[src/hw/rtl/sah_pkg.sv]
// ----------------------------------------------------------------------------
// sah_pkg: shared types and constants
// Field widths, cost arithmetic widths and the controller/datapath command
// and status bundles of the SAH sweep split finder.
// ----------------------------------------------------------------------------
`default_nettype none

package sah_pkg;

  localparam int COORD_W = 16;
  localparam int ID_W    = 16;
  localparam int EXT_W   = 16;
  localparam int PROD_W  = 2 * EXT_W;
  localparam int AREA_W  = 36;
  localparam int COST_W  = 44;
  localparam int LEFT_W  = 7;
  localparam int AXIS_W  = 2;
  localparam int VEC_W   = 3 * COORD_W;

  localparam logic [AXIS_W-1:0] AXIS_X = 2'd0;
  localparam logic [AXIS_W-1:0] AXIS_Y = 2'd1;
  localparam logic [AXIS_W-1:0] AXIS_Z = 2'd2;

  localparam logic [COST_W-1:0] COST_ONES = {COST_W{1'b1}};

  // Controller to datapath commands
  typedef struct packed {
    logic ld_we;       // store the accepted primitive
    logic key_idx_ld;  // latch index of the primitive being ranked
    logic key_ld;      // latch its center from the center store
    logic cmp_en;      // compare one center against the key
    logic ord_we;      // write rank result into the order store
    logic box_first;   // start the running box
    logic box_grow;    // grow the running box
    logic mul_en;      // extent products
    logic sum_en;      // surface area
    logic suf_we;      // write suffix area
    logic suf_ld;      // capture suffix area for the cost
    logic cost_en;     // weighted left and right areas
    logic best_upd;    // compare against the best cost
    logic best_clr;    // clear the best split
    logic emit;        // order store reads the best axis
    logic out_ld;      // load the output register
    logic out_inv;     // result of an unusable split
    logic out_last;    // final result of the run
  } sah_cmd_t;

  // Datapath to controller status
  typedef struct packed {
    logic out_free;
    logic split_ok;
  } sah_sts_t;

  // Pick one axis out of a packed {z, y, x} vector
  function automatic logic signed [COORD_W-1:0] axis_pick(
    input logic [VEC_W-1:0]  vec,
    input logic [AXIS_W-1:0] axis
  );
    logic signed [COORD_W-1:0] r;
    case (axis)
      AXIS_Y:  r = vec[2*COORD_W-1:COORD_W];
      AXIS_Z:  r = vec[3*COORD_W-1:2*COORD_W];
      default: r = vec[COORD_W-1:0];
    endcase
    return r;
  endfunction

endpackage

`default_nettype wire

[src/hw/rtl/sah_ctrl.sv]
// ----------------------------------------------------------------------------
// sah_ctrl: sequencer of the split search
// Loads the set, then per axis ranks the centers, sweeps suffix areas and
// scores prefix splits, and finally streams the result.
// ----------------------------------------------------------------------------
`default_nettype none

module sah_ctrl #(
  parameter int MAX_PRIMS = 64
) (
  input  wire logic                            clk,
  input  wire logic                            rst_n,
  input  wire logic                            in_valid,
  input  wire logic                            in_last_in,
  output logic                                 in_ready,
  output sah_pkg::sah_cmd_t                    cmd,
  output logic [$clog2(MAX_PRIMS)-1:0]         idx,
  output logic [sah_pkg::AXIS_W-1:0]           axis,
  output logic [$clog2(MAX_PRIMS+1)-1:0]       n,
  input  wire sah_pkg::sah_sts_t               sts
);
  import sah_pkg::*;

  localparam int AW = $clog2(MAX_PRIMS);
  localparam int CW = $clog2(MAX_PRIMS + 1);

  typedef enum logic [23:0] {
    S_LOAD    = 24'h000001,
    S_RK_KEY  = 24'h000002,
    S_RK_KEYL = 24'h000004,
    S_RK_SCAN = 24'h000008,
    S_RK_FIN  = 24'h000010,
    S_RK_WR   = 24'h000020,
    S_SF_ORD  = 24'h000040,
    S_SF_BOX  = 24'h000080,
    S_SF_GROW = 24'h000100,
    S_SF_MUL  = 24'h000200,
    S_SF_SUM  = 24'h000400,
    S_SF_WR   = 24'h000800,
    S_PF_ORD  = 24'h001000,
    S_PF_BOX  = 24'h002000,
    S_PF_GROW = 24'h004000,
    S_PF_MUL  = 24'h008000,
    S_PF_SUM  = 24'h010000,
    S_PF_COST = 24'h020000,
    S_PF_CMP  = 24'h040000,
    S_EM_CHK  = 24'h080000,
    S_EM_ORD  = 24'h100000,
    S_EM_ID   = 24'h200000,
    S_EM_OUT  = 24'h400000,
    S_EM_INV  = 24'h800000
  } state_t;

  state_t            state_r, state_nxt;
  logic [CW-1:0]     cnt_r, cnt_nxt, n_r, n_nxt;
  logic [AW-1:0]     p_r, p_nxt, j_r, j_nxt;
  logic [AXIS_W-1:0] axis_r, axis_nxt;
  logic              room, j_last, p_last, j_pf_last;

  assign room      = cnt_r < CW'(MAX_PRIMS);
  assign j_last    = (CW'(j_r) + CW'(1)) == n_r;
  assign p_last    = (CW'(p_r) + CW'(1)) == n_r;
  assign j_pf_last = (CW'(j_r) + CW'(2)) == n_r;

  always_comb begin
    state_nxt = state_r;
    cnt_nxt   = cnt_r;
    n_nxt     = n_r;
    p_nxt     = p_r;
    j_nxt     = j_r;
    axis_nxt  = axis_r;
    cmd       = '0;
    idx       = j_r;
    in_ready  = 1'b0;

    unique case (state_r)
      S_LOAD: begin
        in_ready = 1'b1;
        idx      = cnt_r[AW-1:0];
        if (in_valid) begin
          cmd.ld_we = room;
          cnt_nxt   = room ? cnt_r + CW'(1) : cnt_r;
          if (in_last_in) begin
            n_nxt        = cnt_nxt;
            cnt_nxt      = '0;
            axis_nxt     = AXIS_X;
            p_nxt        = '0;
            cmd.best_clr = 1'b1;
            state_nxt    = S_RK_KEY;
          end
        end
      end

      // Rank of primitive p on this axis
      S_RK_KEY: begin
        idx            = p_r;
        cmd.key_idx_ld = 1'b1;
        state_nxt      = S_RK_KEYL;
      end
      S_RK_KEYL: begin
        idx        = '0;
        cmd.key_ld = 1'b1;
        cmd.cmp_en = 1'b1;
        j_nxt      = AW'(1);
        state_nxt  = (n_r == CW'(1)) ? S_RK_FIN : S_RK_SCAN;
      end
      S_RK_SCAN: begin
        cmd.cmp_en = 1'b1;
        j_nxt      = j_r + AW'(1);
        if (j_last) begin
          state_nxt = S_RK_FIN;
        end
      end
      S_RK_FIN: begin
        state_nxt = S_RK_WR;
      end
      S_RK_WR: begin
        cmd.ord_we = 1'b1;
        if (p_last) begin
          j_nxt     = AW'(n_r - CW'(1));
          state_nxt = S_SF_ORD;
        end else begin
          p_nxt     = p_r + AW'(1);
          state_nxt = S_RK_KEY;
        end
      end

      // Suffix sweep, last sorted position first
      S_SF_ORD:  state_nxt = S_SF_BOX;
      S_SF_BOX:  state_nxt = S_SF_GROW;
      S_SF_GROW: begin
        cmd.box_first = j_last;
        cmd.box_grow  = !j_last;
        state_nxt     = S_SF_MUL;
      end
      S_SF_MUL: begin
        cmd.mul_en = 1'b1;
        state_nxt  = S_SF_SUM;
      end
      S_SF_SUM: begin
        cmd.sum_en = 1'b1;
        state_nxt  = S_SF_WR;
      end
      S_SF_WR: begin
        cmd.suf_we = 1'b1;
        if (j_r != '0) begin
          j_nxt     = j_r - AW'(1);
          state_nxt = S_SF_ORD;
        end else if (n_r >= CW'(2)) begin
          state_nxt = S_PF_ORD;
        end else if (axis_r == AXIS_Z) begin
          state_nxt = S_EM_CHK;
        end else begin
          axis_nxt  = axis_r + AXIS_W'(1);
          p_nxt     = '0;
          state_nxt = S_RK_KEY;
        end
      end

      // Prefix sweep and split scoring
      S_PF_ORD: state_nxt = S_PF_BOX;
      S_PF_BOX: begin
        cmd.suf_ld = 1'b1;
        state_nxt  = S_PF_GROW;
      end
      S_PF_GROW: begin
        cmd.box_first = (j_r == '0);
        cmd.box_grow  = (j_r != '0);
        state_nxt     = S_PF_MUL;
      end
      S_PF_MUL: begin
        cmd.mul_en = 1'b1;
        state_nxt  = S_PF_SUM;
      end
      S_PF_SUM: begin
        cmd.sum_en = 1'b1;
        state_nxt  = S_PF_COST;
      end
      S_PF_COST: begin
        cmd.cost_en = 1'b1;
        state_nxt   = S_PF_CMP;
      end
      S_PF_CMP: begin
        cmd.best_upd = 1'b1;
        if (!j_pf_last) begin
          j_nxt     = j_r + AW'(1);
          state_nxt = S_PF_ORD;
        end else if (axis_r == AXIS_Z) begin
          state_nxt = S_EM_CHK;
        end else begin
          axis_nxt  = axis_r + AXIS_W'(1);
          p_nxt     = '0;
          state_nxt = S_RK_KEY;
        end
      end

      // Result stream
      S_EM_CHK: begin
        j_nxt     = '0;
        state_nxt = sts.split_ok ? S_EM_ORD : S_EM_INV;
      end
      S_EM_ORD: begin
        cmd.emit  = 1'b1;
        state_nxt = S_EM_ID;
      end
      S_EM_ID: begin
        cmd.emit  = 1'b1;
        state_nxt = S_EM_OUT;
      end
      S_EM_OUT: begin
        cmd.emit = 1'b1;
        if (sts.out_free) begin
          cmd.out_ld   = 1'b1;
          cmd.out_last = j_last;
          if (j_last) begin
            state_nxt = S_LOAD;
          end else begin
            j_nxt     = j_r + AW'(1);
            state_nxt = S_EM_ORD;
          end
        end
      end
      S_EM_INV: begin
        if (sts.out_free) begin
          cmd.out_ld   = 1'b1;
          cmd.out_inv  = 1'b1;
          cmd.out_last = 1'b1;
          state_nxt    = S_LOAD;
        end
      end
      default: state_nxt = S_LOAD;
    endcase
  end

  always_ff @(posedge clk) begin
    if (!rst_n) begin
      state_r <= S_LOAD;
      cnt_r   <= '0;
      n_r     <= '0;
      p_r     <= '0;
      j_r     <= '0;
      axis_r  <= AXIS_X;
    end else begin
      state_r <= state_nxt;
      cnt_r   <= cnt_nxt;
      n_r     <= n_nxt;
      p_r     <= p_nxt;
      j_r     <= j_nxt;
      axis_r  <= axis_nxt;
    end
  end

  assign axis = axis_r;
  assign n    = n_r;

  // Checks
  a_cnt_bound: assert property (@(posedge clk) disable iff (!rst_n)
    cnt_r <= CW'(MAX_PRIMS))
    else $error("load count beyond capacity");

  a_set_nonempty: assert property (@(posedge clk) disable iff (!rst_n)
    (state_r != S_LOAD) |-> (n_r != '0))
    else $error("search running on an empty set");

  a_out_slot: assert property (@(posedge clk) disable iff (!rst_n)
    cmd.out_ld |-> sts.out_free)
    else $error("output register overwritten");

  a_axis_range: assert property (@(posedge clk) disable iff (!rst_n)
    (cmd.ord_we || cmd.best_upd) |-> (axis_r != 2'd3))
    else $error("axis counter out of range");

endmodule

`default_nettype wire

[config.mk]
export PLATFORM = sky130hd
export DESIGN_NAME = sah_ctrl
export DESIGN_NICKNAME = d
export VERILOG_FILES = /design/src/hw/rtl/sah_pkg.sv /design/src/hw/rtl/sah_ctrl.sv
export SDC_FILE = /design/constraint.sdc
export NUM_CORES = 1
export LEC_CHECK = 0
export BUFFER_PORTS_ARGS = -buffer_cell sky130_fd_sc_hd__buf_2
export CORE_MARGIN = 4
export CORE_UTILIZATION = 60
export CTS_CLUSTER_DIAMETER = 50
export DETAILED_ROUTE_END_ITERATION = 8
export PLACE_DENSITY = 0.85
export SETUP_SLACK_MARGIN = 0.3
export SLEW_MARGIN = 20
export SYNTH_ARGS = -nofsm -noshare
export SYNTH_HDL_FRONTEND = slang
export SYNTH_SLANG_ARGS = --single-unit
[constraint.sdc]
create_clock -name clk -period 5.29 [get_ports clk]
set_clock_uncertainty 0.15 [all_clocks]
set_input_delay 1.3225 -clock clk [delete_from_list [all_inputs] [get_ports clk]]
set_output_delay 1.3225 -clock clk [all_outputs]
set_load 0.01 [all_outputs]
* Word-level counts from Yosys, hierarchy flattened
Cells that the tools add are included.
Word-level totals: register bits after elaboration 52, input bits 6, output and inout bits 34, logic and storage cells 137
Cells by class: add/sub/neg operators 9, order comparisons 2, eq/ne operators 42, muxes and demuxes 62, reductions and logical operators 16
Operator list (count):
- one-hot mux 24 bit (24 select lines) | 1
- two-way mux 24 bit | 9
- two-way mux 6 bit | 12
- one-hot mux 6 bit (7 select lines) | 1
- inequality test 2 bit (second input constant) | 13
- == test 24 x 1 -> 1 bit (second input constant) | 1
- == test 24 x 10 -> 1 bit (second input constant) | 1
- == test 24 x 11 -> 1 bit (second input constant) | 1
- == test 24 x 12 -> 1 bit (second input constant) | 1
- == test 24 x 13 -> 1 bit (second input constant) | 1
- == test 24 x 14 -> 1 bit (second input constant) | 1
- == test 24 x 15 -> 1 bit (second input constant) | 1
- == test 24 x 16 -> 1 bit (second input constant) | 1
- == test 24 x 17 -> 1 bit (second input constant) | 1
- == test 24 x 18 -> 1 bit (second input constant) | 1
- == test 24 x 19 -> 1 bit (second input constant) | 1
- == test 24 x 2 -> 1 bit (second input constant) | 1
- == test 24 x 20 -> 1 bit (second input constant) | 1
- == test 24 x 21 -> 1 bit (second input constant) | 1
- == test 24 x 22 -> 1 bit (second input constant) | 1
- == test 24 x 23 -> 1 bit (second input constant) | 1
- == test 24 bit (second input constant) | 1
- == test 24 x 3 -> 1 bit (second input constant) | 1
- == test 24 x 4 -> 1 bit (second input constant) | 1
- 41 further kinds | 76

* Longest topological paths before layout
depth after elaboration 5, depth in mapped cells 15, gate-level depth less buffers 12

* Worst setup path before layout
Ideal clock, no wire load.
kind register to output, start register state_r[4], end output idx[4], data arrival time 2.594 ns, setup slack 1.223 ns, cell stages (with the launch flop) 10, path through dfxtp_1 -> buf_6 -> or4_4 -> buf_6 -> or3_1 -> or3_1 -> nor2_1 -> nor3_1 -> a222oi_1 -> inv_1
On the way: cells in the longest elaborated chain, start to end 2
RTL lines:
- start, declared | RTL line sah_ctrl.sv:54 | state_t state_r, state_nxt;
- start signal, assigned | RTL line sah_ctrl.sv:244 | state_r <= state_nxt;
- == test 24 x 3 -> 1 bit (tied with other cells) | RTL line sah_ctrl.sv:76 | unique case (state_r)
- one-hot mux 6 bit (3 select lines) * | RTL line sah_ctrl.sv:76
- end, declared | RTL line sah_ctrl.sv:17 | output logic [$clog2(MAX_PRIMS)-1:0] idx,
Mark *: on every way between the ends. The rest lies on a longest branch, timed or not.

* Worst setup path in the final report
start register state_r[8], end output idx[4]
The elaborated chain is that of the path after synthesis.

==> impl_metrics.env <==
export IMPL_status="complete, no violations"
export IMPL_firstDrtPassIters=7
export IMPL_drtIter0Drc=503
export IMPL_antenna_left=0
export IMPL_critPathCaptureType="output pin"
export IMPL_hold_viol=0
export IMPL_place_hpwl_mm=7.87
export IMPL_drc=0
export IMPL_worst_r2r_path_depth=12
export IMPL_rsz0062_at_grt="no"
export IMPL_pwr_share_seq_pct=39.8
export IMPL_r2r_start="state_r[12]$_SDFFE_PN0P_"
export IMPL_p_leak_nw=1.68
export IMPL_r2r_slack_ns=1.07
export IMPL_clock_path_buffers=2
export IMPL_ios=40
export IMPL_p_comb_share_pct=35.4
export IMPL_setup_tns_ns=0
export IMPL_max_slew_margin_rel_pct=49.2
export IMPL_cts_setup_buffers=0
export IMPL_cp_required_ns=3.82
export IMPL_internal_power_w=0.000711
export IMPL_fmax_ghz=0.213
export IMPL_placedCellCount=582
export IMPL_nNetsFinal=530
export IMPL_maxCapViolCount=0
export IMPL_grt_ovfl_total=0
export IMPL_hp_class="flip-flop to flip-flop"
export IMPL_io_buffers=39
export IMPL_via_per_inst=6.75
export IMPL_grt_max_degree=36
export IMPL_stdcell_count=590
export IMPL_synthFlopType="dfxtp_1"
export IMPL_fin_crit_sh_pct=88.7
export IMPL_clk_pin_slew_ns=0.10
export IMPL_sw_frac_of_total_pct=38.7
export IMPL_cts_buffers_inserted=5
export IMPL_grt_usage_pct=28.7
export IMPL_ctsHoldBuffers=0
export IMPL_ys_ff_latch=52
export IMPL_drive_above_1_share_pct=13.8
export IMPL_clkPwrFrac_pct=24.8
export IMPL_globalplace_congestion=0.929
export IMPL_fillers=518
export IMPL_synth_edff_count=0
export IMPL_synth_async_sr_flop_share_pct=0
export IMPL_grt_pass1_wl_mm=17.6
export IMPL_critPathLaunchType="flip-flop"
export IMPL_synth_cell_types=67
export IMPL_cts_tree="done"
export IMPL_crit_end="idx[4]"
export IMPL_yosys_warnings=0
export IMPL_die_area_um2=7750
export IMPL_register_area_um2=1040
export IMPL_worst_pin_slew_ns=0.755
export IMPL_rows=28
export IMPL_clock_latency_ns=0.31
export IMPL_post_place_ws_ns=1.06
export IMPL_cts_resized=0
export IMPL_drv_slew=0
export IMPL_clock_sinks=52
export IMPL_setup_viol=0
export IMPL_drt_total_wl_mm=10.8
export IMPL_setup_worst_path_class="flip-flop to output pin"
export IMPL_antenna_found_initial=0
export IMPL_worst_ep_arrival_time_ns=3.22
export IMPL_n_antenna_cell=0
export IMPL_setup_ws_ns=0.597
export IMPL_power_density_nw_per_um2=280
export IMPL_critPathLaunch="state_r[8]$_SDFFE_PN0P_"
export IMPL_die_w_um=88.0
export IMPL_core_um2=6060
export IMPL_root_buffer="clkbuf_8"
export IMPL_grt_pass1_vias=3527
export IMPL_syn_nets=514
export IMPL_vias=3984
export IMPL_syn_area_per_cell_um2=7.72
export IMPL_htree_levels=2
export IMPL_area_growth_syn_to_layout_pct=7.58
export IMPL_post_drt_wl_per_cell_um=18.4
export IMPL_fin_crit_ns=4.69
export IMPL_final_core_util_pct=68.2
export IMPL_power_switching_w=0.000448
export IMPL_critical_path_peak_fanout=7
export IMPL_hold_depth=2
export IMPL_ys_seq_area_share_pct=27.1
export IMPL_netlist_instances=498
export IMPL_r2r_end="j_r[4]$_SDFFE_PN0P_"
export IMPL_max_vdd_ir_drop_v=0.000195
export IMPL_start_util_pct=63.4
export IMPL_multi_input_area_um2=2550
export IMPL_syn_area_um2=3840
export IMPL_die_h_um=88.0
==> layout by cell type (no fill, tap or decap), types with 11 or more instances in the layout <==
master and count:
a21oi_1 28, nor3_1 22, nor4b_1 11, xnor2_1 21
o21ai_0 12, inv_1 25, dfxtp_1 52, buf_2 39
or3_1 13, nand2_1 33, xor2_1 17, nor2_1 51
nand3_1 19
==> flip-flops by register name, summed over array words and instances (netlist names) <==
signal	cells
axis	2
cnt_r	7
j_r	6
n	7
p_r	6
state_r	24
==> through the flow <==
| step | hold slack, ns | instance area, um^2 | total power, W |
|---|---|---|---|
| finish | 0.331 | 4140 | 0.00116 |
| global route | 0.363 | 4140 | 0.00122 |
| CTS | 0.339 | 4140 | 0.00115 |
| detailed placement | 0.322 | 4020 | 0.000865 |
| global placement | 0.311 | 4020 | 0.000856 |
| floorplan | 0.324 | 3840 | 0.000756 |
==> critical path: stages (launching register included) <==
cell and delay [ns]:
dfxtp_1 0.38, nor4_2 0.61, nand3_1 0.35, or3_1 0.51, nor2_1 0.34, nor3_1 0.18, a222oi_1 0.33, inv_1 0.07
buf_2 0.14
==> routing by layer <==
metal / GRT usage [%] / wire, um / vias to the layer above
li1: - / - / 1860
met1: 40.8 / 4590 / 1841
met2: 42.3 / 4690 / 249
met3: 6.49 / 1230 / 34
met4: 11.3 / 344 / 0
met5: 0 / 0 / -
==> power groups by stage <==
| stage | sequential, W | clock (W) | combinational (W) |
|---|---|---|---|
| floorplan | 0.000444 | 0 | 0.000312 |
| global placement | 0.000468 | 0 | 0.000388 |
| detailed placement | 0.000469 | 0 | 0.000396 |
| CTS | 0.000460 | 0.000292 | 0.000399 |
| global route | 0.000464 | 0.000310 | 0.000448 |
| finish | 0.000462 | 0.000287 | 0.000410 |
==> synth_stat cells, drive strengths merged, types with 11 or more instances <==
cell type	n	area, um^2
a21oi	28	140
clkbuf	30	113
dfxtp	52	1040
inv	25	93.8
nand2	33	124
nand3	20	113
nand4	11	83.8
nor2	51	191
nor3	22	110
nor4	12	109
nor4b	12	105
o21ai	16	80.1
or3	13	81.3
xnor2	21	184
xor2	17	149
==> final cells by class <==
type | count | area share (%)
well taps | 75 | 2.27
flip-flops and latches | 52 | 25.2
repair buffers | 44 | 5.63
clock inverters | 3 | 1.12
multi-input cells | 385 | 61.8
inverters | 26 | 2.36
clock buffers | 5 | 1.66
==> cell families (layout without fill, tap and decap cells) <==
family / Yosys count / after routing / share of synthesized area, %
xor gates and xnor gates: 38 / 38 / 8.66
buffers and inverters: 61 / 78 / 6.61
adders and majority gates: 10 / 10 / 3.26
muxes: 3 / 3 / 0.781
and+or+nand+nor: 227 / 227 / 33.9
DFF: 52 / 52 / 27.1
AOI/OAI and AO/OA: 107 / 107 / 19.7
==> worst min-delay path by stage <==
stage | startpoint | to | slack (ns)
2_1_floorplan | state_r[14]$_SDFFE_PN0P_ | state_r[16]$_SDFFE_PN0P_ | 0.32
3_3_place_gp | axis[1]$_SDFFE_PN0P_ | axis[1]$_SDFFE_PN0P_ | 0.31
3_5_place_dp | axis[1]$_SDFFE_PN0P_ | axis[1]$_SDFFE_PN0P_ | 0.32
4_1_cts | axis[1]$_SDFFE_PN0P_ | axis[1]$_SDFFE_PN0P_ | 0.34
5_1_grt | axis[1]$_SDFFE_PN0P_ | axis[1]$_SDFFE_PN0P_ | 0.36
6_report | axis[1]$_SDFFE_PN0P_ | axis[1]$_SDFFE_PN0P_ | 0.33
Power figures use the tool's default switching activity.
